[src/sv/cau_pkg.sv]
`timescale 1ns / 1ps
// ----------------------------------------------------------------------------
// cau_pkg
// Shared types, codes and helpers of the complex arithmetic unit.
// ----------------------------------------------------------------------------
package cau_pkg;

  localparam int FRAC_BITS_DEF = 8;
  localparam int DATA_W        = 16;
  localparam int PROD_W        = 32;
  localparam int WIDE_W        = 33;
  // Quotient magnitude bits before saturation; a larger quotient is flagged.
  localparam int QBITS         = 17;
  // Holds a 33-bit magnitude shifted by up to 15 bits, and the divisor shifted by QBITS-1.
  localparam int NUM_W         = 48;
  localparam int DEN_W         = 32;

  typedef enum logic [1:0] {
    OP_ADD = 2'd0,
    OP_SUB = 2'd1,
    OP_MUL = 2'd2,
    OP_DIV = 2'd3
  } op_t;

  typedef enum logic [1:0] {
    ST_OK  = 2'd0,
    ST_SAT = 2'd1,
    ST_DZ  = 2'd2
  } status_t;

  typedef struct packed {
    op_t                       op;
    logic                      dz;
    logic signed [WIDE_W-1:0]  wide_r;
    logic signed [WIDE_W-1:0]  wide_i;
    logic                      neg_r;
    logic                      neg_i;
    logic                      ovf_r;
    logic                      ovf_i;
    logic [NUM_W-1:0]          rem_r;
    logic [NUM_W-1:0]          rem_i;
    logic [QBITS-1:0]          q_r;
    logic [QBITS-1:0]          q_i;
    logic [DEN_W-1:0]          den;
  } pipe_t;

  // Returns {saturated, value}.
  function automatic logic [DATA_W:0] sat16(input logic signed [WIDE_W-1:0] x);
    logic signed [WIDE_W-1:0] hi;
    logic signed [WIDE_W-1:0] lo;
    hi = WIDE_W'(32767);
    lo = -WIDE_W'(32768);
    if (x > hi) begin
      return {1'b1, 16'h7fff};
    end else if (x < lo) begin
      return {1'b1, 16'h8000};
    end
    return {1'b0, x[DATA_W-1:0]};
  endfunction

endpackage

[src/sv/cau_sat.sv]
`timescale 1ns / 1ps
// ----------------------------------------------------------------------------
// cau_sat
// Final stage: picks the result per opcode, saturates and sets the status.
// ----------------------------------------------------------------------------
module cau_sat
  import cau_pkg::*;
(
  input  logic               clk,
  input  logic               rst,
  input  logic               ce,
  input  logic               in_vld,
  input  pipe_t              pipe,
  output logic               vld,
  output logic signed [15:0] res_real,
  output logic signed [15:0] res_imag,
  output logic [1:0]         status
);

  logic signed [QBITS:0]    qs_r, qs_i;
  logic signed [WIDE_W-1:0] val_r, val_i;
  logic [DATA_W:0]          sr, si;
  logic [DATA_W-1:0]        r_nxt, i_nxt;
  status_t                  st_nxt;

  always_comb begin
    qs_r = {1'b0, pipe.q_r};
    qs_i = {1'b0, pipe.q_i};
    if (pipe.neg_r) begin
      qs_r = -qs_r;
    end
    if (pipe.neg_i) begin
      qs_i = -qs_i;
    end
    if (pipe.op == OP_DIV) begin
      val_r = WIDE_W'(qs_r);
      val_i = WIDE_W'(qs_i);
    end else begin
      val_r = pipe.wide_r;
      val_i = pipe.wide_i;
    end
    sr = sat16(val_r);
    si = sat16(val_i);
    if (pipe.op == OP_DIV && pipe.ovf_r) begin
      sr = pipe.neg_r ? {1'b1, 16'h8000} : {1'b1, 16'h7fff};
    end
    if (pipe.op == OP_DIV && pipe.ovf_i) begin
      si = pipe.neg_i ? {1'b1, 16'h8000} : {1'b1, 16'h7fff};
    end
    r_nxt  = sr[DATA_W-1:0];
    i_nxt  = si[DATA_W-1:0];
    st_nxt = (sr[DATA_W] || si[DATA_W]) ? ST_SAT : ST_OK;
    if (pipe.op == OP_DIV && pipe.dz) begin
      r_nxt  = '0;
      i_nxt  = '0;
      st_nxt = ST_DZ;
    end
  end

  always_ff @(posedge clk) begin
    if (rst) begin
      vld <= 1'b0;
    end else if (ce) begin
      vld <= in_vld;
    end
  end

  always_ff @(posedge clk) begin
    if (ce) begin
      res_real <= r_nxt;
      res_imag <= i_nxt;
      status   <= st_nxt;
    end
  end

endmodule

[config.mk]
export PLATFORM = sky130hd
export DESIGN_NAME = cau_sat
export DESIGN_NICKNAME = d
export VERILOG_FILES = /design/src/sv/cau_pkg.sv /design/src/sv/cau_sat.sv
export SDC_FILE = /design/constraint.sdc
export NUM_CORES = 1
export LEC_CHECK = 0
export ABC_CLOCK_PERIOD_IN_PS = 4450
export BUFFER_PORTS_ARGS = -buffer_cell sky130_fd_sc_hd__buf_2
export CORE_AREA = 4 4 105 107
export CTS_CLUSTER_SIZE = 12
export DETAILED_ROUTE_END_ITERATION = 6
export DIE_AREA = 0 0 109 111
export GPL_TIMING_DRIVEN = 0
export PLACE_DENSITY = 0.68
export SLEW_MARGIN = 5
export SYNTH_ARGS = -nofsm -noshare
export SYNTH_HDL_FRONTEND = slang
export SYNTH_SLANG_ARGS = --single-unit
[constraint.sdc]
create_clock -name clk -period 4.45 [get_ports clk]
set_input_delay 0.445 -clock clk [delete_from_list [all_inputs] [get_ports clk]]
set_output_delay 0.445 -clock clk [all_outputs]
set_load 0.03 [all_outputs]
* Word level (Yosys, flattened, before mapping)
Index checks and enable logic that the tools add are counted.
Storage, ports and cells: bits in registers 35, latch bits 0, RAM bits 0, bits in read-only memories 0, output and inout bits 35, memories kept 0
Operators by class: add/subtract/negate cells 2, multipliers 0, div/mod/pow operators 0, order comparisons 4, equality and inequality tests 1, shift operators 0, multiplexer cells 19, bitwise gates (word level) 0, reduce and logical (&&, ||, !) cells 4
Operators by type and width (count):
- $mux W17 | 8
- $gt A33 B16 Y1 const B | 2
- $lt A33 B16 Y1 const B | 2
- $mux W33 | 2
- $mux W18 | 2
- $neg A17 Y18 | 2
- $mux W16 | 2
- $mux W1 | 5
- $logic_and A1 B1 Y1 | 3
- $eq A2 B2 Y1 const B | 1
- $logic_or A1 B1 Y1 | 1

* Logic depth before layout (Yosys ltp)
word-level depth 10, depth in mapped cells 9

* Worst setup path after synthesis
No wires, ideal clock.
path type input to register, from input port pipe[54] (netlist bit), to register res_real[12], data pin, setup time 270 ps, data arrival time 2545 ps, slack 1635 ps, cell stages on the path 8, path buffers 2, cells stage by stage or4_1 buf_2 or4_4 and2_4 o41a_4 buf_6 o211ai_2 a21oi_1
Between the ends: cells in the longest elaborated chain, start to end 8, elaborated cells between the ends (all ways) 10, those cells by class add/sub: 1; order compare: 2; mux: 7
RTL lines:
- start: declaration | line cau_sat.sv:13 | input pipe_t pipe,
- $neg A17 Y18 | line cau_sat.sv:30 | qs_r = -qs_r;
- $mux W18 * | line cau_sat.sv:29 | if (pipe.neg_r) begin
- $mux W33 * | line cau_sat.sv:35 | if (pipe.op == OP_DIV) begin
- $lt A33 B16 Y1 | line cau_pkg.sv:55 | end else if (x < lo) begin
- $mux W1 | line cau_pkg.sv:55
- $mux W1 | line cau_pkg.sv:53 | if (x > hi) begin
- $mux W17 * | line cau_pkg.sv:58 | return {1'b0, x[DATA_W-1:0]};
- $mux W17 * | line cau_sat.sv:44 | if (pipe.op == OP_DIV && pipe.ovf_r) begin
- end signal: assignment | line cau_sat.sv:70 | res_real <= r_nxt;
- end: declaration | line cau_sat.sv:15 | output logic signed [15:0] res_real,
Mark *: on every way between the ends. The rest lies on a longest branch, timed or not. A chain may end at the register's enable or synchronous reset.

* Worst setup path in the final report
from input port pipe[54] (netlist bit), to register res_real[3], data pin
The elaborated chain is that of the path after synthesis.

==> impl_metrics.json <==
{
  "status": "finished, final reports clean",
  "overflow": 0,
  "cts-buffers-inserted": 5,
  "finalSetupViolCount": 0,
  "cts_tree": "yes",
  "layout-drive-gt1-share_pct": 38.0,
  "grt_pass1_wl_um": 14400,
  "fmax_mhz": 346,
  "peakVddDrop_v": 0.000139,
  "ios": 274,
  "vias_per_cell": 5.08,
  "grt_max_degree": 36,
  "crit_type": "in2reg",
  "drcViolationCount": 0,
  "core-area_sq_mm": 0.0101,
  "first_pass_iters": 5,
  "synthTopCellsByArea": "edfxtp_1, xor2_1, a21oi_1",
  "synth_edf_count": 34,
  "multiInputGateArea_sq_mm": 0.00163,
  "synthDistinctLibCells": 52,
  "synthFlopType": "edfxtp_1",
  "cts.path.max_buffers": 2,
  "num_antenna_cells": 0,
  "critPathMaxFanout": 10,
  "crit_buf_inv": 3,
  "rsz0062_at_grt": "no",
  "slew_headroom_pct": 47.3,
  "drt-initial-drc-count": 168,
  "synth_area_sq_mm": 0.00280,
  "ys_ff_latch": 35,
  "nNetsFinal": 701,
  "cp_top_family": "simple AND/OR/NAND/NOR gates",
  "clk_pin_slew_ns": 0.06,
  "fin_worst_skew_ns": 0,
  "cts_resized": 0,
  "hold_viol": 0,
  "post_cts_buffers": 0,
  "grt_pass1_vias": 2957,
  "syn_nets": 550,
  "yosysWarnings": 0,
  "start_util_pct": 27.6,
  "maxSlewViolCount": 0,
  "dp_hpwl_um": 7760,
  "p_per_area_mw_per_mm2": 263,
  "max_cap_violations": 0,
  "ys_seq_area_share_pct": 37.2,
  "cp_common_cell": "buf_2",
  "start_kind": "input port",
  "place.gp.congestion": 0.860,
  "wirelength_um": 9390,
  "synth_top_area_share_pct": 36.5,
  "slowest_delay_ns": 0.54,
  "antenna_found_initial": 1,
  "p_leak_nw": 1.48,
  "fillers": 1070,
  "rows": 37,
  "syn_inst": 309,
  "die_h_um": 111,
  "synthArstFlopShare_pct": 0,
  "crit_chain": "buf_2 > or4_1 > buf_2 > or4_4 > o21ai_1 > xnor2_1 > a31oi_2 > buf_4 > a21oi_1",
  "ff_latch_area_sq_mm": 0.00104,
  "fp.dieW_um": 109,
  "fin_cells": 597,
  "worstPathArrival_ns": 2.90,
  "worstMarginPinSlew_ns": 0.791,
  "syn_avg_cell_area_sq_um": 9.05,
  "crit_path_top_delay_cell": "or4_4",
  "vias": 3030,
  "drtAntennaViolNets": 0,
  "die_area_sq_mm": 0.0121,
  "syn2layout_area_growth_pct": 35.1,
  "cts.htree.levels": 2,
  "setup-tns-final_ns": 0,
  "dp_cells": 589,
  "endpoint_kind": "register",
  "yosys.area.top_type": "edfxtp_1",
  "root_buffer": "clkbuf_8",
  "wl_per_cell_um": 15.7,
  "cts_sinks": 35,
  "min_period_ns": 2.89,
  "min_period_over_period_pct": 65.0,
  "io_buffers": 144,
  "hp-class": "in2reg",
  "grt.total_usage_pct": 14.9,
  "clk-insertion-delay-late_ns": 0.27,
  "postCtsHoldBufs": 0,
  "required_ns": 4.46
}
[where the power goes]
group          switching, mW  total, mW  internal [mW]
Sequential           0.00805      0.415          0.407
Clock                  0.115      0.240          0.125
Combinational          0.218      0.340          0.122
Total                  0.341      0.995          0.655
[cell usage in the layout, fill, tap and decap left out, types with 3 or more instances in the layout]
| cell type | netlist | routed |
|---|---|---|
| nand3_1 | 3 | 3 |
| clkbuf_8 | 0 | 6 |
| inv_1 | 7 | 7 |
| or4_1 | 9 | 9 |
| buf_2 | 2 | 146 |
| xor2_1 | 21 | 21 |
| a21oi_1 | 33 | 33 |
| nand4_1 | 7 | 7 |
| clkbuf_1 | 16 | 17 |
| or3_1 | 6 | 6 |
| nor4_1 | 8 | 8 |
| nor2b_1 | 3 | 3 |
| buf_1 | 3 | 3 |
| xnor2_1 | 6 | 6 |
| o211ai_1 | 20 | 20 |
| o21ai_0 | 17 | 17 |
| edfxtp_1 | 34 | 34 |
| nor3_1 | 3 | 3 |
| o211ai_2 | 9 | 9 |
| nor2_1 | 10 | 10 |
| o41ai_1 | 8 | 8 |
| o31ai_1 | 9 | 9 |
| nand2_1 | 39 | 39 |
[registers in the layout, summed over array words and instances (netlist names)]
| name | cells |
|---|---|
| res_real | 16 |
| vld | 1 |
| status | 2 |
| res_imag | 16 |
[layout make-up]
cell class,count,area share [%]
clock inverters,1,0.132
inverters,7,0.695
clock buffers,7,2.28
well taps,136,4.50
flip-flops and latches,35,27.5
plain buffers,23,2.65
multi-input cells,244,43.1
repair buffers,144,19.1
[per-layer routing]
metal | global-route usage, % | part of all wire [%] | vias up
li1 | - | - | 1510
met1 | 20.0 | 44 | 1380
met2 | 24.6 | 48 | 128
met3 | 2.04 | 7.2 | 10
met4 | 4.63 | 0.98 | 2
met5 | 0 | 0.13 | -
[cells in the mapped netlist, drive strengths merged, types with 8 or more instances]
| cell | number |
|---|---|
| o41ai | 8 |
| clkbuf | 16 |
| o31ai | 9 |
| nand2 | 39 |
| a21oi | 33 |
| xor2 | 21 |
| nor4 | 8 |
| edfxtp | 34 |
| or4 | 10 |
| nor2 | 10 |
| o211ai | 29 |
| o21ai | 18 |
[path summary, 6_finish.rpt]
path | start | end | slack [ns] | depth (start not counted)
setup / recovery | pipe[54] | res_real[3] | 1.56 | 9
hold / removal | rst | vld | 0.32 | 2
setup reg to reg | vld | vld | 3.84 | 2
hold reg to reg | vld | vld | 0.54 | 2
[through the flow]
stage / power, mW / setup slack, ns / hold WS, ns / cell area [sq um] / util, %
final: 0.995 / 1.56 / 0.325 / 3780 / 37.3
after global routing: 1.05 / 1.44 / 0.320 / 3780 / 37.3
after detailed placement: 0.764 / 1.28 / 0.533 / 3690 / 36.4
after global placement: 0.758 / 1.33 / 0.470 / 3690 / 36.4
after floorplan: 0.625 / 1.64 / 0.517 / 2800 / -
after CTS: 1.01 / 1.58 / 0.319 / 3780 / 37.3
[kinds of logic (layout without fill, tap and decap cells)]
kind of cell / count (synthesis) / in the layout / synth area share (%)
adders and majority gates: 2 / 2 / 0.895
AOI/OAI and AO/OA: 112 / 112 / 28.8
and+or+nand+nor: 102 / 102 / 19.7
buffers and inverters: 30 / 182 / 4.52
DFF: 35 / 35 / 37.2
muxes: 1 / 1 / 0.358
xor gates and xnor gates: 27 / 27 / 8.46
Note: power is estimated with default switching activity, not from simulation.
