$ cat src/sv/cau_pkg.sv
`timescale 1ns / 1ps
// ----------------------------------------------------------------------------
// cau_pkg
// Shared types, codes and helpers of the complex arithmetic unit.
// ----------------------------------------------------------------------------
package cau_pkg;

  localparam int FRAC_BITS_DEF = 8;
  localparam int DATA_W        = 16;
  localparam int PROD_W        = 32;
  localparam int WIDE_W        = 33;
  // Quotient magnitude bits before saturation; a larger quotient is flagged.
  localparam int QBITS         = 17;
  // Holds a 33-bit magnitude shifted by up to 15 bits, and the divisor shifted by QBITS-1.
  localparam int NUM_W         = 48;
  localparam int DEN_W         = 32;

  typedef enum logic [1:0] {
    OP_ADD = 2'd0,
    OP_SUB = 2'd1,
    OP_MUL = 2'd2,
    OP_DIV = 2'd3
  } op_t;

  typedef enum logic [1:0] {
    ST_OK  = 2'd0,
    ST_SAT = 2'd1,
    ST_DZ  = 2'd2
  } status_t;

  typedef struct packed {
    op_t                       op;
    logic                      dz;
    logic signed [WIDE_W-1:0]  wide_r;
    logic signed [WIDE_W-1:0]  wide_i;
    logic                      neg_r;
    logic                      neg_i;
    logic                      ovf_r;
    logic                      ovf_i;
    logic [NUM_W-1:0]          rem_r;
    logic [NUM_W-1:0]          rem_i;
    logic [QBITS-1:0]          q_r;
    logic [QBITS-1:0]          q_i;
    logic [DEN_W-1:0]          den;
  } pipe_t;

  // Returns {saturated, value}.
  function automatic logic [DATA_W:0] sat16(input logic signed [WIDE_W-1:0] x);
    logic signed [WIDE_W-1:0] hi;
    logic signed [WIDE_W-1:0] lo;
    hi = WIDE_W'(32767);
    lo = -WIDE_W'(32768);
    if (x > hi) begin
      return {1'b1, 16'h7fff};
    end else if (x < lo) begin
      return {1'b1, 16'h8000};
    end
    return {1'b0, x[DATA_W-1:0]};
  endfunction

endpackage

$ cat src/sv/cau_front.sv
`timescale 1ns / 1ps
// ----------------------------------------------------------------------------
// cau_front
// Three stages: partial products, cross sums and divisor magnitude, then
// numerator magnitudes and the quotient overflow test.
// ----------------------------------------------------------------------------
module cau_front
  import cau_pkg::*;
#(
  parameter int FRAC_BITS = FRAC_BITS_DEF
) (
  input  logic               clk,
  input  logic               rst,
  input  logic               ce,
  input  logic               in_vld,
  input  logic [1:0]         opcode,
  input  logic signed [15:0] a_real,
  input  logic signed [15:0] a_imag,
  input  logic signed [15:0] b_real,
  input  logic signed [15:0] b_imag,
  output logic               vld,
  output pipe_t              pipe
);

  // Stage 1
  logic                      v1;
  op_t                       op1;
  logic signed [16:0]        as_r1, as_i1;
  logic signed [PROD_W-1:0]  p_rr, p_ii, p_ri, p_ir, p_bb_r, p_bb_i;
  // Stage 2
  logic                      v2;
  op_t                       op2;
  logic signed [WIDE_W-1:0]  w_r2, w_i2, n_r2, n_i2;
  logic [DEN_W-1:0]          den2;
  // Stage 3 combinational
  logic [WIDE_W-1:0]         mag_r, mag_i;
  logic [NUM_W-1:0]          num_r, num_i;
  logic signed [WIDE_W-1:0]  mr_c, mi_c;

  always_ff @(posedge clk) begin
    if (rst) begin
      v1 <= 1'b0;
      v2 <= 1'b0;
      vld <= 1'b0;
    end else if (ce) begin
      v1 <= in_vld;
      v2 <= v1;
      vld <= v2;
    end
  end

  always_ff @(posedge clk) begin
    if (ce) begin
      op1 <= op_t'(opcode);
      if (op_t'(opcode) == OP_SUB) begin
        as_r1 <= 17'(a_real) - 17'(b_real);
        as_i1 <= 17'(a_imag) - 17'(b_imag);
      end else begin
        as_r1 <= 17'(a_real) + 17'(b_real);
        as_i1 <= 17'(a_imag) + 17'(b_imag);
      end
      p_rr   <= a_real * b_real;
      p_ii   <= a_imag * b_imag;
      p_ri   <= a_real * b_imag;
      p_ir   <= a_imag * b_real;
      p_bb_r <= b_real * b_real;
      p_bb_i <= b_imag * b_imag;
    end
  end

  assign mr_c = WIDE_W'(p_rr) - WIDE_W'(p_ii);
  assign mi_c = WIDE_W'(p_ri) + WIDE_W'(p_ir);

  always_ff @(posedge clk) begin
    if (ce) begin
      op2  <= op1;
      if (op1 == OP_MUL) begin
        w_r2 <= mr_c >>> FRAC_BITS;
        w_i2 <= mi_c >>> FRAC_BITS;
      end else begin
        w_r2 <= WIDE_W'(as_r1);
        w_i2 <= WIDE_W'(as_i1);
      end
      n_r2 <= WIDE_W'(p_rr) + WIDE_W'(p_ii);
      n_i2 <= WIDE_W'(p_ir) - WIDE_W'(p_ri);
      den2 <= DEN_W'(p_bb_r) + DEN_W'(p_bb_i);
    end
  end

  assign mag_r = n_r2[WIDE_W-1] ? WIDE_W'(-n_r2) : WIDE_W'(n_r2);
  assign mag_i = n_i2[WIDE_W-1] ? WIDE_W'(-n_i2) : WIDE_W'(n_i2);
  assign num_r = NUM_W'(mag_r) << FRAC_BITS;
  assign num_i = NUM_W'(mag_i) << FRAC_BITS;

  always_ff @(posedge clk) begin
    if (ce) begin
      pipe.op     <= op2;
      pipe.dz     <= (den2 == '0);
      pipe.wide_r <= w_r2;
      pipe.wide_i <= w_i2;
      pipe.neg_r  <= n_r2[WIDE_W-1];
      pipe.neg_i  <= n_i2[WIDE_W-1];
      // A quotient magnitude of 2^QBITS or more always saturates.
      pipe.ovf_r  <= ((num_r >> QBITS) >= NUM_W'(den2));
      pipe.ovf_i  <= ((num_i >> QBITS) >= NUM_W'(den2));
      pipe.rem_r  <= num_r;
      pipe.rem_i  <= num_i;
      pipe.q_r    <= '0;
      pipe.q_i    <= '0;
      pipe.den    <= den2;
    end
  end

endmodule

$ cat config.mk
export PLATFORM = sky130hd
export DESIGN_NAME = cau_front
export DESIGN_NICKNAME = d
export VERILOG_FILES = /design/src/sv/cau_pkg.sv /design/src/sv/cau_front.sv
export SDC_FILE = /design/constraint.sdc
export NUM_CORES = 2
export LEC_CHECK = 0
export ABC_AREA = 0
export ABC_CLOCK_PERIOD_IN_PS = 19400
export BUFFER_PORTS_ARGS = -buffer_cell sky130_fd_sc_hd__buf_2
export CORE_ASPECT_RATIO = 1.75
export CORE_MARGIN = 5
export CORE_UTILIZATION = 50
export CTS_BUF_LIST = sky130_fd_sc_hd__clkbuf_8
export CTS_CLUSTER_SIZE = 24
export DETAILED_ROUTE_END_ITERATION = 12
export PLACE_DENSITY = 0.66
export SETUP_SLACK_MARGIN = 0.05
export SKIP_CTS_REPAIR_TIMING = 1
export SLEW_MARGIN = 20
export SYNTH_ARGS = -nofsm -noshare
export SYNTH_HDL_FRONTEND = slang
export SYNTH_SLANG_ARGS = --single-unit
$ cat constraint.sdc
create_clock -name clk -period 19.4 [get_ports clk]
set_input_delay 1.94 -clock clk [delete_from_list [all_inputs] [get_ports clk]]
set_output_delay 1.94 -clock clk [all_outputs]
set_load 0.02 [all_outputs]
Word level (Yosys, flattened, before mapping)
Cells that the tools add are included.

Add/subtract/negate cells: 11. Multiply operators: 6. Magnitude comparators: 2. Equal/unequal tests: 2. Multiplexer cells: 6. Reduce and logical (&&, ||, !) cells: 1.

Operators with widths (number): $mul 16x16->32 (6); $mux 33 (4); $add 32x32->33 (2); $neg 33->33 (2); $sub 32x32->33 (2); $ge 24x32->1 (2); $add 16x16->17 (2); $mux 17 (2); $sub 16x16->17 (2); $add 32x32->32 (1); $logic_not 32->1 (1); $eq 2x1->1 const B (1); $eq 2x2->1 const B (1).

Bits in registers: 568. Bits of input ports: 70. Output and inout port bits: 236.

Longest topological paths before layout
Depth in word-level cells: 3. Gate-level depth with buffers: 28. Mapped depth without buffers: 26.

Least setup slack after synthesis
OpenSTA, ideal clock, no wires.

Kind: input -> register. From: in b_real[6]. To: reg p_bb_r[30], data pin. Data arrival time: 8.187 ns. Data required time: 19.142 ns. Path slack: 10.956 ns. Cell stages on the path: 25. Cell sequence: clkbuf_1 -> clkbuf_1 -> clkbuf_1 -> nand2_1 -> fa_1 -> fa_1 -> fa_1 -> inv_1 -> fa_1 -> fa_1 -> inv_1 -> fa_1 -> inv_1 -> ha_1 -> and3_1 -> a41oi_1 -> o211ai_1 -> or3_1 -> o211ai_1 -> a21boi_0 -> a311o_1 -> a21o_1 -> a21o_1 -> a21oi_1 -> xnor2_1.

Longest elaborated chain between the ends: 1.

Ends and longest elaborated chain: start, declared (RTL line cau_front.sv:19) `input logic signed [15:0] b_real,`; $mul 16x16->32 (RTL line cau_front.sv:66) `p_bb_r <= b_real * b_real;`; end signal, assigned (RTL line cau_front.sv:66); end, declared (RTL line cau_front.sv:29) `logic signed [PROD_W-1:0] p_rr, p_ii, p_ri, p_ir, p_bb_r, p_bb_i;`.

No other way between the ends. A chain may end at the register's enable or synchronous reset.

Worst setup path after layout
From: in b_real[1]. To: reg p_bb_r[30], data pin.

The elaborated chain is that of the path after synthesis.

==> results.yml <==
finish:
  drive_above_1_share_pct: 5.64
  finalNetCount: 10921
  final_area_um2: 89300
  areaGrowthSynthToFinish_pct: 5.79
placement:
  gp_congestion: 0.929
  place_area_um2: 87500
  numPortBuffers: 241
  post-dp-hpwl_um: 182000
logic_synthesis:
  synth_top_area_share_pct: 36.0
  synthDistinctLibCells: 81
  netlist_area_um2: 84500
  synth_edf_count: 531
  ys_warn_count: 0
  syn_area_per_cell_um2: 9.93
  yosysMostFrequentCell: "inv_1"
  yosysSeqAreaShare_pct: 19.0
  netlist_instances: 8503
  ys_async_sr_fraction_pct: 0
  synth_ff_type: "edfxtp_1"
  yosys.area.top_type: "fa_1"
  yosys-top-cells-area: "fa_1 (36%), edfxtp_1 (19%), ha_1 (11%)"
  synth_common_cells: "inv_1 (1,960), fa_1 (1,520), nand2_1 (772)"
  synth-seq-cells: 534
detailed_routing:
  ant_nets: 0
  wl_per_cell_um: 21.1
  dr.pass1.iters: 8
  drt_iter0_markers: 3548
  wl_um: 229000
  drc: 0
  num_vias: 58191
  via_per_inst: 5.36
setup_path:
  rr_startpoint: "n_i2[3]"
  rr_worst_depth: 14
  startpoint_type: "primary input"
  cp.required_ns: 19.92
  path_class: "primary input to register"
  end_kind: "register"
  r2r_slack_ns: 14.56
  path_max_fanout: 49
  cp.arrival_ns: 9.38
  regToRegEndpoint: "pipe[162]"
cts:
  cts_tree: "done"
  ctsLongestPathBuffers: 3
  numCtsBuffers: 84
  cts-htree-levels: 3
  clock_sinks: 534
  insertion_delay_ns: 0.81
  clk_pin_slew_worst_paths_ns: 0.07
  root_buffer: "clkbuf_8"
global_route:
  grt_use_met1_pct: 29.2
  antenna_found_initial: 25
  grtUsageMet2_pct: 45.9
  use_met3_pct: 3.99
  grt_pass1_vias: 63720
  track_usage_pct: 26.2
  gr-total-overflow: 0
  grt_most_used_layer: "met2"
  grt_pass1_wl_um: 358000
  grt_max_degree: 157
status:
  outcome: "complete, no violations"
sta:
  final.setup_skew_ns: 0.0904
  period_share_pct: 45.7
  setup-violations-final: 0
  slew_headroom_pct: 25.3
  drv_slew: 0
  tightestPinTransition_ns: 1.12
  fin_crit_ns: 8.86
  worst_hold_slack_ns: 0.414
  hold_viol: 0
  timing.fmax_ghz: 0.113
  rsz0062_at_grt: "no"
  setup_tns_ns: 0
floorplan:
  initial_core_util_pct: 50.2
  core_area_um2: 168000
  die_y_um: 554
  die_w_um: 321
  rows: 199
  io_pins: 306
  dieArea_um2: 178000
job:
  drv_cap: 0
min_path:
  min_path_type: "register to register"
  min_from: "w_r2[16]"
  hold_end: "pipe[215]"
  min_path_cells: 0
==> per-stage QoR <==
step	utilization, %	std cells	setup slack, ns
after floorplan	-	8566	10.96
after global placement	52.0	10694	9.91
after detailed placement	52.0	10694	9.79
after CTS	53.1	10842	10.64
after global routing	53.2	10846	10.20
final	53.2	10850	10.54
==> how the worst max path moves through the flow <==
stage                         start    endpoint  slack [ns]
final                     b_real[1]  p_bb_r[30]       10.54
after global routing      b_real[1]  p_bb_r[30]       10.20
after CTS                 b_imag[2]  p_bb_i[29]       10.64
after detailed placement  b_imag[2]  p_bb_i[29]        9.79
after global placement    b_imag[2]  p_bb_i[29]        9.91
after floorplan           b_real[6]  p_bb_r[30]       10.96
==> cell type report <==
cell class                 count  area [um2]
clock inverter                60         646
timing repair buffer         317        1800
antenna                        8        20.0
tap                         2211        2770
clock buffer                  88        1210
inverter                    1973        7410
sequential                   534       16000
multi-input combinational   5659       59500
fill                       15207       78700
==> state kept, by name, indices dropped and copies added, names as in the netlist <==
| signal | count |
|---|---|
| op2 | 2 |
| v1 | 1 |
| pipe | 155 |
| v2 | 1 |
| w_r2 | 25 |
| p_rr | 32 |
| den2 | 32 |
| op1 | 2 |
| as_i1 | 17 |
| n_r2 | 33 |
| n_i2 | 33 |
| p_bb_r | 31 |
| p_ri | 32 |
| as_r1 | 17 |
| p_bb_i | 31 |
| p_ir | 32 |
| p_ii | 32 |
| vld | 1 |
| w_i2 | 25 |
==> critical path, stage by stage <==
cell,delay (ns)
buf_2,0.08
buf_4,0.54
clkinv_1,0.61
nor2_1,0.32
fa_1,0.47
inv_1,0.10
fa_1,0.42
fa_1,0.41
fa_1,0.49
inv_1,0.05
fa_1,0.52
inv_1,0.05
fa_1,0.47
inv_1,0.04
ha_1,0.34
and3_1,0.22
a41oi_1,0.22
o211ai_1,0.20
or3_1,0.38
o211ai_1,0.27
a21boi_0,0.18
a311o_1,0.37
a21o_1,0.20
a21o_1,0.18
a21oi_1,0.17
xnor2_1,0.08
==> routing by layer <==
metal,wire [um],vias up
met5,164,-
met2,115000,1835
met3,13400,579
met4,20500,22
met1,79600,29668
li1,-,26087
==> kinds of logic after synthesis <==
kind of cell    after synthesis  share of synthesized area (%)
compound gates              832                           6.38
xor+xnor                    477                           4.95
fa+ha+maj                  2282                           47.3
buf+inv                    2373                           10.9
flops                       534                           19.0
mux                           7                         0.0845
other cells                   1                        0.00444
simple gates               1997                           11.4
==> cell usage in the layout, fill, tap and decap left out, types with 31 or more instances in the layout <==
cell / count
fa_1: 1520
clkbuf_8: 88
nand2b_1: 57
a21o_1: 96
nor2b_1: 43
o21ai_0: 158
conb_1: 64
o21bai_1: 57
nor3_1: 62
nand3_1: 35
xor2_1: 80
nor2_1: 352
a21oi_1: 252
o21a_1: 42
xnor2_1: 397
nand2_1: 772
edfxtp_1: 531
inv_1: 1977
buf_4: 75
or3_1: 31
buf_2: 240
and2_1: 520
ha_1: 762
Power is left out: the tool's default activity adds up to more than one toggle a clock period on the data nets, which glitch-free logic cannot reach.
